===== src/next_fit_id_allocator_macros.svh =====
// Assertion helpers for the id allocator. Each expects clk and rst_n in scope.
`ifndef NEXT_FIT_ID_ALLOCATOR_MACROS_SVH
`define NEXT_FIT_ID_ALLOCATOR_MACROS_SVH

// same-cycle implication
`define NFIA_ASSERT_IMP(label, ante, cons, msg) \
    label: assert property (@(posedge clk) disable iff (!rst_n) (ante) |-> (cons)) \
        else $error(msg);

// next-cycle implication
`define NFIA_ASSERT_NXT(label, ante, cons, msg) \
    label: assert property (@(posedge clk) disable iff (!rst_n) (ante) |=> (cons)) \
        else $error(msg);

`endif


===== src/nfia_pkg.sv =====
package nfia_pkg;

    localparam int ID_COUNT_DEF = 1024;
    localparam int ID_W         = 10;
    localparam int WORD_BITS    = 32;
    localparam int BIT_W        = 5;

    localparam logic CMD_ALLOC   = 1'b0;
    localparam logic CMD_FREE    = 1'b1;
    localparam logic STATUS_OK   = 1'b0;
    localparam logic STATUS_FULL = 1'b1;

endpackage


===== src/next_fit_id_allocator.sv =====
// Next-fit identifier allocator. Slot 0 is reserved; an allocate hands out
// the first free slot at or after the search pointer, wrapping past the top
// back to slot 1, and leaves the pointer on that slot. The used map sits in
// a single-port RAM of 32-bit words and one word is examined per cycle by a
// single find-first-free unit. After reset a clearing pass zeroes every word
// before the first item is taken. A free reads its word, clears the bit and
// writes the word back when it hands out its result (an id beyond the pool
// skips the read and the write); an allocate with no free slot answers full
// with id 0. The next item can be accepted while the previous result waits
// on out_ready.
module next_fit_id_allocator #(
    parameter int ID_COUNT = nfia_pkg::ID_COUNT_DEF
) (
    input  logic                     clk,
    input  logic                     rst_n,
    input  logic                     in_valid,
    output logic                     in_ready,
    input  logic                     cmd,
    input  logic [nfia_pkg::ID_W-1:0] free_id,
    output logic                     out_valid,
    input  logic                     out_ready,
    output logic [nfia_pkg::ID_W-1:0] given_id,
    output logic                     status
);
    import nfia_pkg::*;

    `include "next_fit_id_allocator_macros.svh"

    localparam int WORDS     = (ID_COUNT + WORD_BITS - 1) / WORD_BITS;
    localparam int WIDX_W    = (WORDS > 1) ? $clog2(WORDS) : 1;
    localparam int SLOT_W    = WIDX_W + BIT_W;
    localparam int VIS_W     = $clog2(WORDS + 1);
    localparam int LAST_BITS = ID_COUNT - (WORDS - 1) * WORD_BITS;
    localparam logic [WORD_BITS-1:0] LAST_MASK =
        WORD_BITS'((64'd1 << LAST_BITS) - 64'd1);
    localparam logic [WIDX_W-1:0] LAST_WORD = WIDX_W'(WORDS - 1);

    typedef enum logic [2:0] {
        S_CLEAR,
        S_IDLE,
        S_FREE_RD,
        S_SCAN,
        S_FINISH
    } state_t;

    function automatic logic [BIT_W-1:0] first_free(input logic [WORD_BITS-1:0] v);
        logic [BIT_W-1:0] idx;
        idx = '0;
        for (int i = WORD_BITS - 1; i >= 0; i--) begin
            if (v[i]) begin
                idx = BIT_W'(i);
            end
        end
        return idx;
    endfunction

    // used-map RAM
    logic [WORD_BITS-1:0] mem [WORDS];
    logic                 rd_en;
    logic [WIDX_W-1:0]    rd_addr;
    logic [WORD_BITS-1:0] rd_data_reg;
    logic                 wr_en;
    logic [WIDX_W-1:0]    wr_addr;
    logic [WORD_BITS-1:0] wr_data;

    always_ff @(posedge clk) begin
        if (wr_en) begin
            mem[wr_addr] <= wr_data;
        end
        if (rd_en) begin
            rd_data_reg <= mem[rd_addr];
        end
    end

    state_t               state_reg,      state_next;
    logic [SLOT_W-1:0]    ptr_reg,        ptr_next;
    logic [WIDX_W-1:0]    cur_reg,        cur_next;
    logic [VIS_W-1:0]     visit_reg,      visit_next;
    logic [BIT_W-1:0]     bit_reg,        bit_next;
    logic                 fin_wr_reg,     fin_wr_next;
    logic [WORD_BITS-1:0] fin_data_reg,   fin_data_next;
    logic [ID_W-1:0]      res_id_reg,     res_id_next;
    logic                 res_status_reg, res_status_next;
    logic                 out_valid_reg,  out_valid_next;
    logic [ID_W-1:0]      given_id_reg,   given_id_next;
    logic                 status_reg,     status_next;

    logic [WORD_BITS-1:0] scan_mask;
    logic [WORD_BITS-1:0] avail;
    logic [BIT_W-1:0]     hit_bit;
    logic [SLOT_W-1:0]    hit_slot;
    logic [WIDX_W-1:0]    nxt_word;
    logic                 fid_in_range;
    logic [SLOT_W-1:0]    fid_slot;

    assign fid_in_range = 32'(free_id) < ID_COUNT;
    assign fid_slot     = SLOT_W'(free_id);
    assign nxt_word     = (cur_reg == LAST_WORD) ? '0 : cur_reg + 1'b1;

    // first pass over the start word looks at and above the pointer,
    // the closing pass over it only below
    always_comb begin
        if (visit_reg == '0) begin
            scan_mask = {WORD_BITS{1'b1}} << ptr_reg[BIT_W-1:0];
        end else if (visit_reg == VIS_W'(WORDS)) begin
            scan_mask = ~({WORD_BITS{1'b1}} << ptr_reg[BIT_W-1:0]);
        end else begin
            scan_mask = {WORD_BITS{1'b1}};
        end
        if (cur_reg == '0) begin
            scan_mask[0] = 1'b0;
        end
        if (cur_reg == LAST_WORD) begin
            scan_mask = scan_mask & LAST_MASK;
        end
    end

    assign avail    = ~rd_data_reg & scan_mask;
    assign hit_bit  = first_free(avail);
    assign hit_slot = {cur_reg, hit_bit};

    always_comb begin
        state_next      = state_reg;
        ptr_next        = ptr_reg;
        cur_next        = cur_reg;
        visit_next      = visit_reg;
        bit_next        = bit_reg;
        fin_wr_next     = fin_wr_reg;
        fin_data_next   = fin_data_reg;
        res_id_next     = res_id_reg;
        res_status_next = res_status_reg;
        out_valid_next  = out_valid_reg;
        given_id_next   = given_id_reg;
        status_next     = status_reg;
        rd_en           = 1'b0;
        rd_addr         = cur_reg;
        wr_en           = 1'b0;
        wr_addr         = cur_reg;
        wr_data         = fin_data_reg;

        if (out_valid_reg && out_ready) begin
            out_valid_next = 1'b0;
        end

        case (state_reg)
            S_CLEAR: begin
                wr_en   = 1'b1;
                wr_data = '0;
                if (cur_reg == LAST_WORD) begin
                    cur_next   = '0;
                    state_next = S_IDLE;
                end else begin
                    cur_next = cur_reg + 1'b1;
                end
            end
            S_IDLE: begin
                if (in_valid) begin
                    if (cmd == CMD_FREE) begin
                        res_id_next     = free_id;
                        res_status_next = STATUS_OK;
                        if (fid_in_range) begin
                            rd_en      = 1'b1;
                            rd_addr    = fid_slot[SLOT_W-1:BIT_W];
                            cur_next   = fid_slot[SLOT_W-1:BIT_W];
                            bit_next   = fid_slot[BIT_W-1:0];
                            state_next = S_FREE_RD;
                        end else begin
                            fin_wr_next = 1'b0;
                            state_next  = S_FINISH;
                        end
                    end else begin
                        rd_en      = 1'b1;
                        rd_addr    = ptr_reg[SLOT_W-1:BIT_W];
                        cur_next   = ptr_reg[SLOT_W-1:BIT_W];
                        visit_next = '0;
                        state_next = S_SCAN;
                    end
                end
            end
            S_FREE_RD: begin
                fin_data_next = rd_data_reg & ~(WORD_BITS'(1) << bit_reg);
                fin_wr_next   = 1'b1;
                state_next    = S_FINISH;
            end
            S_SCAN: begin
                if (avail != '0) begin
                    fin_data_next   = rd_data_reg | (WORD_BITS'(1) << hit_bit);
                    fin_wr_next     = 1'b1;
                    ptr_next        = hit_slot;
                    res_id_next     = ID_W'(hit_slot);
                    res_status_next = STATUS_OK;
                    state_next      = S_FINISH;
                end else if (visit_reg == VIS_W'(WORDS)) begin
                    fin_wr_next     = 1'b0;
                    res_id_next     = '0;
                    res_status_next = STATUS_FULL;
                    state_next      = S_FINISH;
                end else begin
                    // fetch the following word while this one is checked
                    rd_en      = 1'b1;
                    rd_addr    = nxt_word;
                    cur_next   = nxt_word;
                    visit_next = visit_reg + 1'b1;
                end
            end
            S_FINISH: begin
                if (!out_valid_reg || out_ready) begin
                    wr_en          = fin_wr_reg;
                    out_valid_next = 1'b1;
                    given_id_next  = res_id_reg;
                    status_next    = res_status_reg;
                    state_next     = S_IDLE;
                end
            end
            default: begin
                state_next = S_IDLE;
            end
        endcase
    end

    always_ff @(posedge clk or negedge rst_n) begin
        if (!rst_n) begin
            state_reg     <= S_CLEAR;
            ptr_reg       <= SLOT_W'(1);
            cur_reg       <= '0;
            visit_reg     <= '0;
            fin_wr_reg    <= 1'b0;
            out_valid_reg <= 1'b0;
        end else begin
            state_reg     <= state_next;
            ptr_reg       <= ptr_next;
            cur_reg       <= cur_next;
            visit_reg     <= visit_next;
            fin_wr_reg    <= fin_wr_next;
            out_valid_reg <= out_valid_next;
        end
    end

    always_ff @(posedge clk) begin
        bit_reg        <= bit_next;
        fin_data_reg   <= fin_data_next;
        res_id_reg     <= res_id_next;
        res_status_reg <= res_status_next;
        given_id_reg   <= given_id_next;
        status_reg     <= status_next;
    end

    assign in_ready  = (state_reg == S_IDLE);
    assign out_valid = out_valid_reg;
    assign given_id  = given_id_reg;
    assign status    = status_reg;

    `NFIA_ASSERT_IMP(a_ptr_range, 1'b1, ptr_reg != '0 && 32'(ptr_reg) < ID_COUNT, "bad pointer")
    `NFIA_ASSERT_IMP(a_full_zero, out_valid && status == STATUS_FULL, given_id == '0, "id on full")
    `NFIA_ASSERT_NXT(a_one_item, in_valid && in_ready, !in_ready, "item overlap")
    `NFIA_ASSERT_IMP(a_scan_bound, state_reg == S_SCAN, visit_reg <= VIS_W'(WORDS), "scan overrun")

endmodule


===== config.mk =====
export PLATFORM = sky130hd
export DESIGN_NAME = next_fit_id_allocator
export DESIGN_NICKNAME = d
export VERILOG_FILES = /design/src/nfia_pkg.sv /design/src/next_fit_id_allocator.sv
export VERILOG_INCLUDE_DIRS = /design/src /design/src/src
export SDC_FILE = /design/constraint.sdc
export NUM_CORES = 2
export LEC_CHECK = 0
export ABC_AREA = 0
export BUFFER_PORTS_ARGS = -buffer_cell sky130_fd_sc_hd__buf_4
export CAP_MARGIN = 20
export CORE_ASPECT_RATIO = 0.5
export CORE_MARGIN = 2
export CORE_UTILIZATION = 45
export CTS_BUF_LIST = sky130_fd_sc_hd__clkbuf_4
export DETAILED_ROUTE_END_ITERATION = 12
export PLACE_DENSITY = 0.7
export SYNTH_ARGS = -nofsm -noshare
export SYNTH_HDL_FRONTEND = slang
export SYNTH_SLANG_ARGS = --single-unit

===== constraint.sdc =====
create_clock -name clk -period 8.7 [get_ports clk]
set_input_delay 1.74 -clock clk [delete_from_list [all_inputs] [get_ports clk]]
set_output_delay 1.74 -clock clk [all_outputs]
set_load 0.01 [all_outputs]

== Yosys cells after proc, flatten, opt, wreduce, memory -nomap -nowiden ==
Memories as Yosys holds them, arrays and structs flattened. A register that Yosys moved wholly into a read port is not among the register bits.
Index checks and enable logic that the tools add are counted.
Storage, ports and cells
  output and inout port bits: 13
  register bits: 85
  logic and storage cells: 138
  bits of input ports: 15
  memory bits (writable): 1024
  memories kept: 1
Operators by class
  bitwise operators: 6
  eq/ne operators: 15
  shift operators: 3
  add/subtract/negate cells: 2
  reduce and logical (&&, ||, !) cells: 18
  mux-type cells: 81
Memories
  mem: words 32, width 32, rd ports 1, clocked after memory_dff 1, write ports 1, line next_fit_id_allocator.sv:58  | logic [WORD_BITS-1:0] mem [WORDS];
Operators with widths (count)
  5-bit two-way mux: 37
  32-bit two-way mux: 4
  32-bit inverter: 3
  32-bit bitwise AND: 2
  32-bit one-hot mux with 2 select lines: 1
  1-bit by 5-bit << shifter with 32-bit output (first input constant): 2
  10-bit two-way mux: 4
  32-bit bitwise OR: 1
  32-bit nonzero test: 1
  32-bit by 5-bit << shifter with 32-bit output (first input constant): 1
  6-bit two-way mux: 4
  10-bit one-hot mux with 2 select lines: 1
  1-bit two-way mux: 17
  3-bit two-way mux: 5
  3-bit one-hot mux with 5 select lines: 1
  5-bit one-hot mux with 3 select lines: 1
  2-bit inequality test (second input constant): 7
  6-bit one-hot mux with 2 select lines: 1
  5-bit one-hot mux with 2 select lines: 1
  1-bit one-hot mux with 2 select lines: 4
  2-bit AND reduction: 4
  4-bit AND reduction: 2
  6-bit by 1-bit adder with 6-bit output (second input constant): 1
  3-bit by 2-bit == test with 1-bit output (second input constant): 2
  17 further kinds: 18

== Logic depth before layout (Yosys ltp) ==
  word-level depth: 42
  mapped depth: 19

== Worst setup path before layout ==
No wires, ideal clock.
  kind: input to register
  start: input port out_ready
  end: memory mem[15][0] (enable)
  path buffers: 0
  data arrival time: 3816 ps
  library setup time: 421 ps
  slack: 4463 ps
  cell stages on the path: 5
  cells stage by stage: nand2b_1 -> nand2_1 -> a21boi_0 -> nand2_1 -> nor2_1
Between the ends
  cells in the longest elaborated chain, start to end: 5
RTL lines
  start, declared: line next_fit_id_allocator.sv:21  | input logic out_ready,
  1-bit logical OR: line next_fit_id_allocator.sv:207  | if (!out_valid_reg || out_ready) begin
  1-bit two-way mux: line next_fit_id_allocator.sv:207
  1-bit one-hot mux with 2 select lines: line next_fit_id_allocator.sv:145  | case (state_reg)
  1-bit two-way mux: line next_fit_id_allocator.sv:67  | if (wr_en) begin
  1-bit two-way mux (not written as such): line next_fit_id_allocator.sv:68  | mem[wr_addr] <= wr_data;
  end, declared: line next_fit_id_allocator.sv:58
Every way passes these cells.

== Worst setup path after layout ==
  start: register visit_reg[5]
  end: register rd_data_reg[5], read port of mem, data pin
Between the ends
  cells in the longest elaborated chain, start to end: 8
RTL lines
  start, declared: line next_fit_id_allocator.sv:78  | logic [VIS_W-1:0] visit_reg, visit_next;
  start signal, assigned: line next_fit_id_allocator.sv:233  | visit_reg <= visit_next;
  6-bit == test: line next_fit_id_allocator.sv:105, next_fit_id_allocator.sv:193
  32-bit two-way mux: line next_fit_id_allocator.sv:105  | end else if (visit_reg == VIS_W'(WORDS)) begin
  32-bit two-way mux: line next_fit_id_allocator.sv:103  | if (visit_reg == '0) begin
  1-bit two-way mux: line next_fit_id_allocator.sv:110  | if (cur_reg == '0) begin
  32-bit bitwise AND: line next_fit_id_allocator.sv:118  | assign avail = ~rd_data_reg & scan_mask;
  32-bit nonzero test: line next_fit_id_allocator.sv:186  | if (avail != '0) begin
  5-bit two-way mux or 1-bit two-way mux (tied branches): line next_fit_id_allocator.sv:186
  5-bit one-hot mux with 2 select lines or 1-bit one-hot mux with 2 select lines (tied branches): line next_fit_id_allocator.sv:145
  end, declared: line next_fit_id_allocator.sv:61  | logic [WORD_BITS-1:0] rd_data_reg;
Several ways; a longest one is shown, not always the timed one.
A chain may end at the register's enable or synchronous reset.

==> out/qor.yml <==
status:
  status: "completed"
finish:
  area_delta_synth_final_pct: 11.9
  fin_nets: 3581
  drive_gt1_frac: 0.177
  largest_reg_flops: 1024
  fill_cells: 8464
  stdcell_count: 5133
min_path:
  min-delay-path-class: "flip-flop to flip-flop"
worst_setup_path:
  start_kind: "flip-flop"
  arrival_ps: 6800
  cp.required_ps: 9590
  critPathKind: "flip-flop to flip-flop"
  cp-end-kind: "flip-flop"
  worst-path-max-fanout: 172
clock_network:
  clock_sinks: 1141
  clk_latency_ps: 1240
  post_cts.repair.setup_buffers: 0
  cts_inserted_buffers: 283
  cts_tree: "built"
  cts.repair.resized: 0
  clockBufferDepth: 4
  root_buffer: "clkbuf_4"
  h-tree-depth: 5
  hold_buffers: 0
  clk_pin_slew_ps: 70
grt:
  grt_usage: 0.254
  first_global_vias: 29661
  antenna_found_initial: 7
  grt_pass1_wl_um: 197000
  grt.overflow.total: 0
  grt_max_degree: 173
place:
  finalWeightedCongestion: 0.982
  portBuffers: 27
  place_inst: 4654
  hpwlAfterDp_um: 72400
floorplan:
  die_h_um: 232
  rows: 83
  start_util: 0.456
  io_pins: 28
  die_w_um: 461
  fp.coreArea_mm2: 0.103
  dieArea_mm2: 0.107
routing:
  viasPerCell: 6.15
  route.met2.wl_um: 59000
  drc: 0
  firstDrtPassIters: 6
  wl_met3_um: 18400
  ant_nets: 0
  drtIter0Drc: 4826
  top_layer: "met5"
  vias: 31564
  drt-wirelength-per-cell_um: 26.6
  wl_um: 137000
  wl_met1_um: 54000
power_and_ir_drop:
  pwr-share-comb: 0.352
  power.share.clock: 0.239
  p_int_mw: 10.9
  p_per_area_mw_per_mm2: 335
  leakagePower_nw: 18.0
  vdd.ir_drop.worst_mv: 0.269
  power.switching_mw: 6.73
  power_frac_seq: 0.409
  switching_share: 0.382
sta:
  finalCritPeriodShare: 0.679
  setup_viol: 0
  fin_setup_tns_ps: 0
  hold_slack_ps: 417
  period_needed_ps: 5910
  rsz0062_at_grt: "no"
  fin_skew_ps: 126
  slew_headroom: 0.227
  fmax_mhz: 169
  slew_violations: 0
  worst_pin_slew_ps: 1160
  final-hold-violation-count: 0
synth:
  ys_ff_latch: 1141
  yosysWarnings: 0
  ys_seq_area_frac: 0.727
  synth_nets: 3383
  synth_most_common_cell: "edfxtp_1"
  synth.distinct_cells: 84
  syn_inst: 3361
  async_reset_ff_frac: 0.0228
  syn-cell-area_mm2: 0.0469
  synth.area.top_cells: "edfxtp_1 (71%), nand2_1 (4.9%), mux2i_1 (3.6%), a21oi_1 (2.5%), nand3_1 (1.7%)"
  synth_top_area_share: 0.713
  avgSynthCellArea_um2: 14.0
  synth_common_cells: "edfxtp_1 (1,115), nand2_1 (615), a21oi_1 (236)"
  yosysTopAreaCell: "edfxtp_1"
  ys.flop_type: "edfxtp_1"
  synth_enable_flop_cells: 1115
job:
  drv_cap: 0
==> cells in the final DEF, fill, tap and decap left out, types with 5 or more instances in the layout <==
cell type	count
a211oi_1	7
a21o_1	10
a21oi_1	235
a221oi_2	31
a22oi_1	65
a31oi_1	37
a32oi_1	33
and2_1	5
and3_1	9
buf_4	101
buf_8	19
clkbuf_4	396
clkinv_1	46
dfrtp_1	25
diode_2	9
edfxtp_1	1115
ha_1	7
inv_1	17
mux2i_1	166
nand2_1	614
nand2b_1	11
nand3_1	161
nand4_1	6
nor2_1	49
nor2_4	35
nor2b_1	17
nor2b_2	24
nor3_1	9
o2111ai_1	36
o211ai_1	5
o21a_1	5
o21ai_0	131
o21ai_1	50
o221ai_1	68
o22ai_1	9
o31ai_1	9
o32ai_1	32
or2_2	5
xnor2_1	17
==> power groups by stage <==
| stage | clock, mW | sequential, mW | combinational, mW |
|---|---|---|---|
| detailed placement | 0 | 7.32 | 6.03 |
| finish | 4.20 | 7.20 | 6.21 |
| global route | 4.52 | 7.24 | 6.61 |
| CTS | 4.26 | 7.21 | 6.05 |
| global placement | 0 | 7.30 | 5.91 |
| floorplan | 0 | 7.24 | 4.04 |
==> through the flow <==
stage           util  worst slack [ps]  instance area [µm²]  power, mW
3_5_place_dp   0.475              2740                49000       13.4
3_3_place_gp   0.475              2890                49000       13.2
2_1_floorplan      -              4460                46900       11.3
4_1_cts        0.507              2780                52200       17.5
5_1_grt        0.510              2430                52500       18.4
6_report       0.510              2790                52500       17.6
==> area by class of cell <==
cell class                      instances  area, µm²  share of cell area
Sequential cell                      1141      34100               0.650
Multi-Input combinational cell       1986      12200               0.231
Clock buffer                          396       2970              0.0566
Tap cell                             1402       1750              0.0334
Timing Repair Buffer                  127       1180              0.0224
Clock inverter                         52        251             0.00479
Inverter                               20       75.1             0.00143
Antenna cell                            9       22.5            0.000429
==> worst max-delay path, stage by stage (launching register included) <==
cell      delay, ps
dfrtp_1         330
buf_4           450
inv_1           590
nor2_1          560
a311o_1         270
nand3_1         220
nor2_1          240
nand4_2         270
a211oi_4        320
buf_12          620
buf_12          660
mux2i_1         270
o221ai_1        150
a31oi_1         350
a221oi_2         90
==> per-layer routing <==
metal  vias to the layer above  GRT usage
met3                       333     0.0624
met2                      2186      0.371
met1                     15539      0.363
met5                         -          0
li1                      13502          -
met4                         4      0.105
==> path summary, 6_finish.rpt <==
path                          startpoint        endpoint  slack [ps]  depth (start not counted)
min in group asynchronous          rst_n    state_reg[2]         490                          1
max reg2reg                 visit_reg[5]  rd_data_reg[5]        2790                         14
max in group asynchronous          rst_n      ptr_reg[0]        7900                          1
min reg2reg                res_id_reg[7]     given_id[7]         420                          0
max                         visit_reg[5]  rd_data_reg[5]        2790                         14
min                        res_id_reg[7]     given_id[7]         420                          0
==> cell families after synthesis <==
group,synth area share
AO/OA/AOI/OAI,0.117
XOR/XNOR,0.00317
adder cells (fa/ha/maj),0.00208
buffers and inverters,0.0227
flip-flops,0.727
multiplexers,0.0366
AND/OR/NAND/NOR,0.0911
Note: power is estimated with default switching activity, not from simulation.
